File: config.mk
export PLATFORM = sky130hd
export DESIGN_NAME = byte_stream_token_classifier_core
export DESIGN_NICKNAME = d
export VERILOG_FILES = /design/src/design/bstc_pkg.sv /design/src/design/byte_stream_token_classifier_core.sv
export SDC_FILE = /design/constraint.sdc
export NUM_CORES = 1
export LEC_CHECK = 0
export ABC_AREA = 1
export BUFFER_PORTS_ARGS = -buffer_cell sky130_fd_sc_hd__buf_2
export CORE_MARGIN = 5
export CORE_UTILIZATION = 52
export DETAILED_ROUTE_END_ITERATION = 8
export GPL_TIMING_DRIVEN = 0
export PLACE_DENSITY = 0.72
export SLEW_MARGIN = 5
export SYNTH_ARGS = -nofsm -noshare
export SYNTH_HDL_FRONTEND = slang
export SYNTH_SLANG_ARGS = --single-unit
File: constraint.sdc
create_clock -name clk -period 6.3 [get_ports clk]
set_input_delay 0.315 -clock clk [delete_from_list [all_inputs] [get_ports clk]]
set_output_delay 0.315 -clock clk [all_outputs]
set_load 0.01 [all_outputs]
File: src/design/bstc_pkg.sv
// ----------------------------------------------------------------------------
// bstc_pkg
// Shared types, byte constants and byte-class helpers for the token classifier.
// ----------------------------------------------------------------------------
package bstc_pkg;

  localparam int unsigned MaxTokenLenDefault = 255;
  localparam int unsigned ResultQueueDepth   = 4;

  localparam logic [7:0] CH_DQUOTE  = 8'h22;
  localparam logic [7:0] CH_SQUOTE  = 8'h27;
  localparam logic [7:0] CH_NEWLINE = 8'h0A;
  localparam logic [15:0] POS_MAX   = 16'hFFFF;

  typedef enum logic [2:0] {
    TOK_STRING  = 3'd0,
    TOK_INTEGER = 3'd1,
    TOK_IDENT   = 3'd2,
    TOK_SYMBOL  = 3'd3,
    TOK_UNKNOWN = 3'd4
  } tok_type_t;

  typedef enum logic [1:0] {
    QW_NONE     = 2'd0,
    QW_MISMATCH = 2'd1,
    QW_UNTERM   = 2'd2
  } quote_warn_t;

  typedef struct packed {
    logic [7:0] data_byte;
    logic       end_of_input;
  } bstc_in_t;

  typedef struct packed {
    tok_type_t   token_type;
    logic [7:0]  token_length;
    logic        too_long;
    logic [15:0] start_row;
    logic [15:0] start_col;
    quote_warn_t quote_warning;
    logic        last_of_run;
  } bstc_out_t;

  typedef struct packed {
    tok_type_t   token_type;
    quote_warn_t quote_warning;
  } bstc_class_t;

  function automatic logic is_space(input logic [7:0] b);
    return (b == 8'd32) || (b >= 8'd9 && b <= 8'd13);
  endfunction

  function automatic logic quote_char(input logic [7:0] b);
    return (b == CH_DQUOTE) || (b == CH_SQUOTE);
  endfunction

  function automatic logic sym_char(input logic [7:0] b);
    logic p;
    p = (b >= 8'd33 && b <= 8'd47) || (b >= 8'd58 && b <= 8'd64) ||
        (b >= 8'd91 && b <= 8'd96) || (b >= 8'd123 && b <= 8'd126);
    return p && !quote_char(b);
  endfunction

  function automatic logic is_digit(input logic [7:0] b);
    return (b >= 8'd48) && (b <= 8'd57);
  endfunction

  function automatic logic is_alpha(input logic [7:0] b);
    return (b >= 8'd65 && b <= 8'd90) || (b >= 8'd97 && b <= 8'd122);
  endfunction

  // Class a token from its first and last bytes; multi flags two or more bytes.
  function automatic bstc_class_t classify(input logic [7:0] first,
                                           input logic [7:0] last,
                                           input logic       multi);
    bstc_class_t c;
    c.token_type    = TOK_UNKNOWN;
    c.quote_warning = QW_NONE;
    if (sym_char(first)) begin
      c.token_type = TOK_SYMBOL;
    end else if (quote_char(first)) begin
      if (multi && last == first) begin
        c.token_type = TOK_STRING;
      end else if (quote_char(last) && last != first) begin
        c.quote_warning = QW_MISMATCH;
      end else begin
        c.quote_warning = QW_UNTERM;
      end
    end else if (is_digit(first)) begin
      c.token_type = TOK_INTEGER;
    end else if (is_alpha(first) && !quote_char(last)) begin
      c.token_type = TOK_IDENT;
    end
    return c;
  endfunction

endpackage

File: src/design/byte_stream_token_classifier_core.sv
// ----------------------------------------------------------------------------
// byte_stream_token_classifier_core
// Splits a byte stream into tokens and classes each one by its edge bytes.
// ----------------------------------------------------------------------------
// Result beats are written into the queue as their closing byte is accepted.
// Throughput: one input beat per cycle; a token-closing symbol byte makes two
//   result beats. A four-entry result queue drains one per cycle unless
//   out_stall holds it, and stalls input when fewer than two slots are free.
// Reset: synchronous, active low; clears the queue, the token state and the
//   position counters (row and column back to 1).
module byte_stream_token_classifier_core
  import bstc_pkg::*;
#(
  parameter int unsigned MAX_TOKEN_LEN = MaxTokenLenDefault
) (
  input  logic      clk,
  input  logic      rst_n,
  input  logic      in_valid,
  output logic      in_stall,
  input  bstc_in_t  in_data,
  output logic      out_valid,
  input  logic      out_stall,
  output bstc_out_t out_data
);

  // Length counter holds MAX_TOKEN_LEN itself.
  localparam int unsigned LEN_W = $clog2(MAX_TOKEN_LEN + 1);
  localparam int unsigned QD    = ResultQueueDepth;
  localparam int unsigned PTR_W = $clog2(QD);
  localparam int unsigned CNT_W = $clog2(QD + 1);

  // Token and position state.
  logic             in_token_r, in_token_nxt;
  logic [7:0]       first_byte_r, first_byte_nxt;
  logic [7:0]       final_byte_r, final_byte_nxt;
  logic [LEN_W-1:0] pend_len_r, pend_len_nxt;
  logic             len_over_r, len_over_nxt;
  logic [15:0]      cur_row_r, cur_row_nxt;
  logic [15:0]      cur_col_r, cur_col_nxt;
  logic [15:0]      tok_row_r, tok_row_nxt;
  logic [15:0]      tok_col_r, tok_col_nxt;

  // Result queue.
  bstc_out_t        queue_r [QD];
  logic [PTR_W-1:0] wr_ptr_r, wr_ptr_nxt;
  logic [PTR_W-1:0] rd_ptr_r, rd_ptr_nxt;
  logic [CNT_W-1:0] count_r, count_nxt;

  logic        accept;
  logic        pop;
  logic [7:0]  b;
  logic        b_punct;
  logic        b_space;
  bstc_class_t cls;
  bstc_out_t   flush_res;
  bstc_out_t   sym_res;
  bstc_out_t   push0, push1;
  logic [1:0]  n_push;

  // Take a byte only while two queue slots are free.
  assign in_stall  = (count_r > CNT_W'(QD - 2));
  assign accept    = in_valid && !in_stall;
  assign out_valid = (count_r != '0);
  assign out_data  = queue_r[rd_ptr_r];
  assign pop       = out_valid && !out_stall;

  assign b       = in_data.data_byte;
  assign b_punct = sym_char(b);
  assign b_space = is_space(b);
  assign cls     = classify(first_byte_r, final_byte_r, pend_len_r > LEN_W'(1));

  // Result that closes the pending token; last of run unless a symbol follows.
  always_comb begin
    flush_res.token_type    = cls.token_type;
    flush_res.token_length  = 8'(pend_len_r);
    flush_res.too_long      = len_over_r;
    flush_res.start_row     = tok_row_r;
    flush_res.start_col     = tok_col_r;
    flush_res.quote_warning = cls.quote_warning;
    flush_res.last_of_run   = !b_punct;

    sym_res.token_type    = TOK_SYMBOL;
    sym_res.token_length  = 8'd1;
    sym_res.too_long      = 1'b0;
    sym_res.start_row     = cur_row_r;
    sym_res.start_col     = cur_col_r;
    sym_res.quote_warning = QW_NONE;
    sym_res.last_of_run   = 1'b1;
  end

  // Next state of the token tracker and what goes into the queue.
  always_comb begin
    in_token_nxt   = in_token_r;
    first_byte_nxt = first_byte_r;
    final_byte_nxt = final_byte_r;
    pend_len_nxt   = pend_len_r;
    len_over_nxt   = len_over_r;
    cur_row_nxt    = cur_row_r;
    cur_col_nxt    = cur_col_r;
    tok_row_nxt    = tok_row_r;
    tok_col_nxt    = tok_col_r;
    push0          = flush_res;
    push1          = sym_res;
    n_push         = 2'd0;

    if (accept) begin
      if (in_data.end_of_input) begin
        // Drop any pending token and return the token and position state to reset.
        in_token_nxt   = 1'b0;
        first_byte_nxt = '0;
        final_byte_nxt = '0;
        pend_len_nxt   = '0;
        len_over_nxt   = 1'b0;
        cur_row_nxt    = 16'd1;
        cur_col_nxt    = 16'd1;
        tok_row_nxt    = 16'd1;
        tok_col_nxt    = 16'd1;
      end else begin
        // Advance the position; newline starts a new row.
        if (b == CH_NEWLINE) begin
          if (cur_row_r != POS_MAX) begin
            cur_row_nxt = cur_row_r + 16'd1;
          end
          cur_col_nxt = 16'd1;
        end else if (cur_col_r != POS_MAX) begin
          cur_col_nxt = cur_col_r + 16'd1;
        end

        if (b_punct || b_space) begin
          // Close the pending token, then emit the symbol for punctuation.
          if (in_token_r) begin
            in_token_nxt = 1'b0;
            pend_len_nxt = '0;
            len_over_nxt = 1'b0;
            push0        = flush_res;
            n_push       = b_punct ? 2'd2 : 2'd1;
          end else if (b_punct) begin
            push0  = sym_res;
            n_push = 2'd1;
          end
        end else begin
          // Extend or open a token; length saturates and flags overflow.
          if (!in_token_r) begin
            in_token_nxt   = 1'b1;
            first_byte_nxt = b;
            tok_row_nxt    = cur_row_r;
            tok_col_nxt    = cur_col_r;
            pend_len_nxt   = LEN_W'(1);
            len_over_nxt   = 1'b0;
          end else if (pend_len_r < LEN_W'(MAX_TOKEN_LEN)) begin
            pend_len_nxt = pend_len_r + LEN_W'(1);
          end else begin
            len_over_nxt = 1'b1;
          end
          final_byte_nxt = b;
        end
      end
    end

    wr_ptr_nxt = wr_ptr_r + PTR_W'(n_push);
    rd_ptr_nxt = pop ? rd_ptr_r + PTR_W'(1) : rd_ptr_r;
    count_nxt  = count_r + CNT_W'(n_push) - CNT_W'(pop);
  end

  always_ff @(posedge clk) begin
    if (!rst_n) begin
      in_token_r   <= 1'b0;
      first_byte_r <= '0;
      final_byte_r <= '0;
      pend_len_r   <= '0;
      len_over_r   <= 1'b0;
      cur_row_r    <= 16'd1;
      cur_col_r    <= 16'd1;
      tok_row_r    <= 16'd1;
      tok_col_r    <= 16'd1;
      wr_ptr_r     <= '0;
      rd_ptr_r     <= '0;
      count_r      <= '0;
    end else begin
      in_token_r   <= in_token_nxt;
      first_byte_r <= first_byte_nxt;
      final_byte_r <= final_byte_nxt;
      pend_len_r   <= pend_len_nxt;
      len_over_r   <= len_over_nxt;
      cur_row_r    <= cur_row_nxt;
      cur_col_r    <= cur_col_nxt;
      tok_row_r    <= tok_row_nxt;
      tok_col_r    <= tok_col_nxt;
      wr_ptr_r     <= wr_ptr_nxt;
      rd_ptr_r     <= rd_ptr_nxt;
      count_r      <= count_nxt;
    end
  end

  // Queue payload needs no reset; only slots covered by the count are read.
  always_ff @(posedge clk) begin
    if (n_push != 2'd0) begin
      queue_r[wr_ptr_r] <= push0;
    end
    if (n_push == 2'd2) begin
      queue_r[wr_ptr_r + PTR_W'(1)] <= push1;
    end
  end

endmodule

# Word level (Yosys, flattened, before mapping)
# Memory sizes are Yosys's and may differ from the RTL's. A register that Yosys moved wholly into a read port is not among the register bits.
# Index checks and enable logic that the tools add are counted.
op_classes:
  mux: 55
  bitwise: 0
  mul: 0
  div: 0
  shifts: 0
  n_addsub: 8
  order_cmp: 27
  reduce_logical: 48
  n_eq_ne: 18
op_table:
  columns: ["operator", "n"]
  rows:
  - ["two-way mux 47 bit", 5]
  - ["two-way mux 16 bit", 12]
  - ["two-way mux 8 bit", 10]
  - ["<= comparator 8 x 7 -> 1 bit, second input constant", 8]
  - ["== test 8 x 6 -> 1 bit, second input constant", 7]
  - [">= comparator 8 x 7 -> 1 bit, second input constant", 6]
  - [">= comparator 8 x 6 -> 1 bit, second input constant", 5]
  - ["adder 16 x 1 -> 16 bit, second input constant", 2]
  - ["inequality test 16 bit, second input constant", 2]
  - ["<= comparator 8 x 6 -> 1 bit, second input constant", 3]
  - ["two-way mux 2 bit", 11]
  - ["logical AND 1 bit", 19]
  - ["two-way mux 3 bit", 5]
  - ["logical OR 1 bit", 12]
  - ["two-way mux 1 bit", 12]
  - ["AND reduction 3 bit", 4]
  - ["adder 8 x 1 -> 8 bit, second input constant", 1]
  - ["== test 8 x 4 -> 1 bit, second input constant", 1]
  - ["== test 8 bit", 1]
  - [">= comparator 8 x 4 -> 1 bit, second input constant", 1]
  - ["> comparator 8 x 1 -> 1 bit, second input constant", 1]
  - ["<= comparator 8 x 4 -> 1 bit, second input constant", 1]
  - ["less-than comparator 8 bit, second input constant", 1]
  - ["inequality test 8 bit", 1]
  - ["other kinds (14)", 25]
word_totals:
  mem_bits_ro: 0
  mem_bits_rw: 188
  mem_count: 1
  latch_bits: 0
  out_inout_bits: 49
  ff_bits: 97
memory_table:
  columns: ["name", "words", "width", "rd", "rd_ports_with_merged_regs", "wr", "line_no", "source"]
  rows:
  - ["queue_r", 4, 47, 1, 1, 2, "byte_stream_token_classifier_core.sv:44", "bstc_out_t queue_r [QD];"]

# Depth between registers and ports, before layout
# Gate-level depths: netlist of the first run.
depth:
  depth_word: 14
  ltp_mapped: 22
  ltp_nobuf: 20

# Least setup slack after synthesis of the first run
# No wires, ideal clock.
synth_path:
  kind: "input to register"
  from: "input in_data[2] in the netlist's numbering"
  to: "memory queue_r[3][10] in the netlist's numbering (enable)"
  setup_slack_ps: 3000
  required_time_ps: 5911
  t_arrival_ps: 2911
  stages: 18
  path_buffers: 5
  setup_time_ps: 389
  path_cell_list: "buf_2 > nor2_1 > nand2_1 > a21oi_1 > nor2_2 > nand2_2 > buf_4 > inv_1 > ha_1 > inv_1 > nor2_1 > nand2_2 > nand2_2 > buf_6 > nand2_2 > buf_6 > buf_6 > nand2_1"
synth_rtl:
  columns: ["item", "line_no", "source"]
  rows:
  - ["start, declared", "byte_stream_token_classifier_core.sv:20", "input bstc_in_t in_data,"]
  - ["end, declared", "byte_stream_token_classifier_core.sv:44", null]

==> results.yml, run 1 <==
logic_synthesis:
  synthDistinctLibCells: 44
  synth_warnings: 0
  syn_inst: 1792
  synth.yosys.seq_area_share: 0.493
  syn_avg_cell_area_um2: 7.96
  syn_area_um2: 14300
  syn-num-nets: 1816
  ys_ff_latch: 287
hold_path:
  timing.hold.worst.class: "primary input to register"
  hold_start: "in_data[8]"
timing:
  hold_violations: 0
  fmax_ghz: 0.292
  min_period_ps: 3430
  finalSetupViolCount: 0
  slew_viol_final: 0
  fin_skew_ps: 13.6
  rsz0062_at_grt: "false"
  relSlewSlack: 0.378
  worst_slew_pin_slew_ps: 930
  finalSetupTns_ps: 0
  fin_crit_sh: 0.544
worst_setup_path:
  worstPathRequired_ps: 6490
  end_kind: "register"
  crit_type: "register to register"
  crit_path_top_delay_cell: "nand2_2"
  crit_fanout: 32
  r2r-start: "count_r[0]"
  path_buf_inv: 4
  path_delay_family: "simple AND/OR/NAND/NOR gates"
  crit_arrival_ps: 3610
  slowest_delay_ps: 770
  path_cells: "a21oi_1, inv_2, nor2_8, nand2_1, inv_1, nand2_1, inv_2, nand3_1, clkbuf_1, nand2_2"
  startpoint: "count_r[0]"
  start_kind: "register"
cts:
  cts_tree: "done"
  post_cts_buffers: 0
  clk_latency_ps: 560
  cts.sink_count: 287
  cts_buffers: 31
  cts_resized: 0
  clkTransAtPathRegs_ps: 60
  cts_hold_buf: 0
  clockBufferDepth: 3
  htree_levels: 1
  cts-root-buf: "clkbuf_16"
route:
  drc: 0
  drt_iter0_drc: 1899
  wirelength_um: 45800
  dr.pass1.iters: 6
  vias_per_cell: 6.13
  postRouteAntennaNets: 0
  avgRoutedWirePerCell_um: 20.4
  vias: 13799
floorplan:
  core_um2: 27000
  initial_core_util: 0.529
  num_io_pins: 62
  chipWidth_um: 176
  dieArea_um2: 30800
  chipHeight_um: 176
  rows: 60
placement:
  place_hpwl_um: 32300
  place.gp.congestion: 0.946
  dp_cells: 2194
  io_buffer_count: 59
global_routing:
  grt-ovfl-total: 0
  grt_pass1_wl_um: 71100
  grtUsageTotal: 0.289
  grt_max_degree: 33
  antenna_found_initial: 0
  grt_pass1_vias: 12974
final_layout:
  drive_gt1_frac: 0.104
  syn2layout_area_growth_pct: 12.5
  fill_cells: 2450
  finish.cell_count_without_fillers: 2251
  nets: 1910
  diodes: 0
power_and_ir_drop:
  swShare: 0.336
  ir_drop_uv: 247
  pwr-share-comb: 0.263
  p_sw_uw: 1810
  p_per_area_nw_per_um2: 335
  clockPowerShare: 0.338
  leakagePower_uw: 0.00650
  power.share.sequential: 0.399
  p_int_uw: 3570
outcome:
  status: "finished, final reports clean"
run:
  cap_viol_max_count: 0
-- final cells by class --
| type | instances | area, um2 | area share |
|---|---|---|---|
| buffer | 120 | 569 | 0.0355 |
| clock buffer | 36 | 825 | 0.0514 |
| clock inverter | 21 | 184 | 0.0115 |
| inverter | 153 | 574 | 0.0358 |
| multi-input combinational | 1232 | 6100 | 0.380 |
| sequential | 287 | 7030 | 0.438 |
| tap | 341 | 427 | 0.0266 |
| timing repair buffer | 61 | 335 | 0.0209 |
-- tightest hold or removal path: stages --
cell,delay (ps)
buf_2,110
nand2_1,60
a21oi_1,50
-- through the flow --
step | instance area [um2] | utilization | total power (uW) | hold WS, ps | setup WS, ps
after detailed placement | 15000 | 0.558 | 3570 | 437 | 2510
after floorplan | 14300 | - | 3050 | 424 | 3000
final | 16000 | 0.595 | 5370 | 23.4 | 2870
after global placement | 15000 | 0.556 | 3540 | 434 | 2030
after CTS | 16000 | 0.595 | 5360 | 8.84 | 2980
after global routing | 16000 | 0.595 | 5610 | 53.8 | 2770
-- sequential cells by signal, summed over array words and instances, names as in the netlist, 3 cells and up, named ones only --
signal,count
queue_r,188
final_byte_r,8
cur_col_r,16
tok_col_r,16
pend_len_r,8
count_r,3
first_byte_r,8
cur_row_r,16
tok_row_r,16
-- power by group through the flow --
stage	clock network [uW]	logic (uW)	registers [uW]
3_3_place_gp	0	1360	2170
3_5_place_dp	0	1390	2180
4_1_cts	1830	1390	2140
6_report	1820	1410	2140
5_1_grt	1910	1550	2150
2_1_floorplan	0	890	2160
-- layer usage --
metal  global-route usage  routed length [um]
met5                    0                   0
met2                0.460               20600
met1                0.406               18500
met3               0.0502                5440
met4               0.0893                1290
-- Yosys cell counts --
| cell | count | area share |
|---|---|---|
| fa_1 | 1 | 0.0014 |
| nand4_1 | 34 | 0.015 |
| dfxtp_1 | 159 | 0.22 |
| nand3b_1 | 1 | 0.00053 |
| buf_4 | 4 | 0.0021 |
| buf_2 | 35 | 0.012 |
| and3_1 | 2 | 0.00088 |
| a21oi_1 | 105 | 0.037 |
| nor4_1 | 5 | 0.0022 |
| nor2_8 | 1 | 0.0014 |
| xnor2_1 | 3 | 0.0018 |
| nand2_4 | 2 | 0.0016 |
| nor2_4 | 1 | 0.00079 |
| a21boi_0 | 4 | 0.0021 |
| nand2_2 | 7 | 0.0031 |
| nand3_2 | 5 | 0.0035 |
| nor3_2 | 1 | 0.00070 |
| nand2b_1 | 1 | 0.00044 |
| inv_2 | 6 | 0.0016 |
| clkbuf_1 | 71 | 0.019 |
| nand2_1 | 268 | 0.071 |
| o21a_1 | 2 | 0.0011 |
| o22ai_2 | 10 | 0.0088 |
| buf_1 | 2 | 0.00053 |
| or2_2 | 1 | 0.00044 |
| nor3b_1 | 1 | 0.00053 |
| a22oi_1 | 1 | 0.00053 |
| buf_6 | 8 | 0.0063 |
| xor2_1 | 17 | 0.010 |
| nand3_1 | 100 | 0.035 |
| inv_1 | 140 | 0.037 |
| o211ai_1 | 2 | 0.0011 |
| nor3_1 | 14 | 0.0049 |
| ha_1 | 10 | 0.0088 |
| nor2_1 | 268 | 0.071 |
| clkinv_1 | 7 | 0.0018 |
| edfxtp_1 | 128 | 0.27 |
| o21ai_0 | 204 | 0.072 |
| a31oi_1 | 1 | 0.00044 |
| nor2_2 | 1 | 0.00044 |
| o22ai_1 | 154 | 0.068 |
| o21ai_1 | 3 | 0.0011 |
| o2111ai_1 | 1 | 0.00061 |
| a211oi_1 | 1 | 0.00053 |
-- cells by family after synthesis --
logic type,synth area share
AND/OR/NAND/NOR,0.212
buffers and inverters,0.0802
adder cells (fa/ha/maj),0.0102
flip-flops,0.493
AO/OA/AOI/OAI,0.192
XOR/XNOR,0.0123
-- cell usage in the layout, fill, tap and decap left out, drive strengths merged --
cell / n
o22ai: 164
edfxtp: 128
o2111ai: 1
clkbuf: 107
nor3: 15
o21ai: 207
xnor2: 3
ha: 10
a211oi: 1
nand4: 34
buf: 110
xor2: 17
dfxtp: 159
bufinv: 3
nor3b: 1
o211ai: 2
clkinv: 22
or2: 1
a31oi: 1
nor2: 271
nand2: 277
clkinvlp: 3
a22oi: 1
a21boi: 4
a21oi: 105
and3: 2
nand3b: 1
fa: 1
o21a: 2
nand3: 105
nand2b: 1
nor4: 5
inv: 146
-- worst paths after layout --
path                                        end  slack (ps)  cells past startpoint
worst max-delay path              queue_r[1][3]        2870                     10
worst min register to register    queue_r[2][0]         450                      2
worst max register to register    queue_r[1][3]        2870                     10
worst min-delay path            final_byte_r[7]          20                      3
No activity file was read; power rests on OpenSTA's default activity.
==> run 2, diff against run 1 <==
--- a/config.mk
+++ b/config.mk
@@ -11,7 +11,7 @@
 export CORE_UTILIZATION = 52
 export DETAILED_ROUTE_END_ITERATION = 8
 export GPL_TIMING_DRIVEN = 0
-export PLACE_DENSITY = 0.72
+export PLACE_DENSITY = 0.75
 export SLEW_MARGIN = 5
 export SYNTH_ARGS = -nofsm -noshare
 export SYNTH_HDL_FRONTEND = slang
==> constraint.sdc (replaced) <==
create_clock -name clk -period 2.8 [get_ports clk]
set_input_delay 0.14 -clock clk [delete_from_list [all_inputs] [get_ports clk]]
set_output_delay 0.14 -clock clk [all_outputs]
set_load 0.01 [all_outputs]
==> run 2 against run 1 <==
Critical path depth is 1 lower. Total power is 130% higher. Setup slack worse by 2800 ps. Sequential power is 130% higher. Largest cell class unchanged.
==> results.yml, run 2 (synthesis results as in run 1) <==
outcome:
  status: "finished, final reports clean"
cts:
  cts_tree: "done"
  clk_latency_ps: 560
  htree_levels: 1
  cts.sink_count: 287
  clockBufferDepth: 3
  clkTransAtPathRegs_ps: 60
  cts_buffers: 30
  cts-root-buf: "clkbuf_16"
timing:
  slew_viol_final: 0
  fin_skew_ps: 17.9
  relSlewSlack: 0.444
  fin_crit_sh: 0.960
  rsz0062_at_grt: "false"
  min_period_ps: 2690
  fmax_ghz: 0.372
  worst_slew_pin_slew_ps: 830
  hold_violations: 0
  finalSetupViolCount: 0
worst_setup_path:
  r2r_slack_ps: 110
  crit_fanout: 10
  r2r_cells: 9
  start_kind: "register"
  r2r_end: "queue_r[3][23]"
  crit_type: "register to register"
  end_kind: "register"
  worstPathRequired_ps: 3070
  r2r-start: "count_r[0]"
  crit_arrival_ps: 2960
hold_path:
  holdPathEnd: "first_byte_r[7]"
  hold_start: "in_data[8]"
  holdPathStages: 5
  timing.hold.worst.class: "primary input to register"
floorplan:
  core_um2: 27000
  rows: 60
  initial_core_util: 0.529
  dieArea_um2: 30800
  chipWidth_um: 176
  num_io_pins: 62
  chipHeight_um: 176
global_routing:
  grt_max_degree: 33
  grt-ovfl-total: 0
  grt_pass1_vias: 13028
  antenna_found_initial: 2
  grtUsageTotal: 0.286
  grt_pass1_wl_um: 70700
placement:
  io_buffer_count: 59
  place_hpwl_um: 31900
  postPlaceCellArea_um2: 15000
  place.gp.congestion: 0.973
  dp_cells: 2192
final_layout:
  largest_reg_flops: 188
  final_cell_mix: "268 x nor2_1, 264 x nand2_1, 192 x o21ai_0, 158 x dfxtp_1, 154 x o22ai_1"
  fin_area_um2: 16300
  layout_commonest_cell: "nor2_1"
  syn2layout_area_growth_pct: 14.2
  finish.cell_count_without_fillers: 2261
  diodes: 0
  fin_util: 0.604
  drive_gt1_frac: 0.107
  nets: 1920
  largest_register: "queue_r"
route:
  drt_iter0_drc: 2031
  drc: 0
  vias_per_cell: 6.23
  avgRoutedWirePerCell_um: 20.5
  wirelength_um: 46400
  postRouteAntennaNets: 0
  dr.pass1.iters: 8
  vias: 14077
power_and_ir_drop:
  leakagePower_uw: 0.00661
  ir_drop_uv: 603
  p_per_area_nw_per_um2: 759
run:
  cap_viol_max_count: 0
## run 2: worst max-delay path: stages, from the launching register on
cell      delay, ps
dfxtp_1         320
a21oi_1         190
inv_2            90
nor2_8          190
nand2_1         140
nor2_1          170
nand3_2         220
clkbuf_1        330
o21ai_0         550
o22ai_1         180
## run 2: metal layers
metal / routed length (um) / global-route usage / vias to the layer above
met3: 5890 / 0.0525 / 149
met5: 27 / 0 / -
met4: 1500 / 0.0978 / 4
met2: 20900 / 0.455 / 976
li1: - / - / 6390
met1: 18100 / 0.395 / 6558
## run 2: through the flow
step	hold slack [ps]	power, uW	worst slack [ps]	setup TNS (ps)
after floorplan	278	6860	45.1	0
after global placement	419	7950	-806	-70060
after detailed placement	429	8020	-861	-78010
after CTS	27.0	12300	6.77	0
after global routing	94.3	12900	9.25	0
final	33.2	12400	112	0
## run 2: worst max path at each step
stage | from | endpoint | slack, ps | cells after the start
final | count_r[0] | queue_r[3][23] | 110 | 9
after global routing | count_r[1] | queue_r[3][21] | 9 | 10
after CTS | register | out_data[19] | 7 | 7
after detailed placement | in_data[8] | queue_r[1][3] | -860 | 18
after global placement | in_data[8] | queue_r[1][3] | -810 | 18
after floorplan | in_data[2] | queue_r[2][10] | 50 | 17
## run 2: final cells by class
cell class | count | area, um2
buffer | 119 | 576
clock buffer | 38 | 845
clock inverter | 18 | 223
fill | 2334 | 10700
inverter | 153 | 574
multi-input combinational | 1234 | 6200
sequential | 287 | 7030
tap | 341 | 427
timing repair buffer | 71 | 415
## run 2: power by group
part,internal (uW),total (uW),switching [uW]
sequential,4650,4840,189
clock,2590,4320,1730
combinational,1030,3210,2180
total,8270,12400,4100
## run 2: what timing repair did
item	CTS	global route
cloned	0	2
hold buffers	12	0
endpoints found under the setup margin	147	209
resized for setup	11	24
buffers inserted	0	0
pin swaps	0	4
endpoints found under the hold margin	21	0
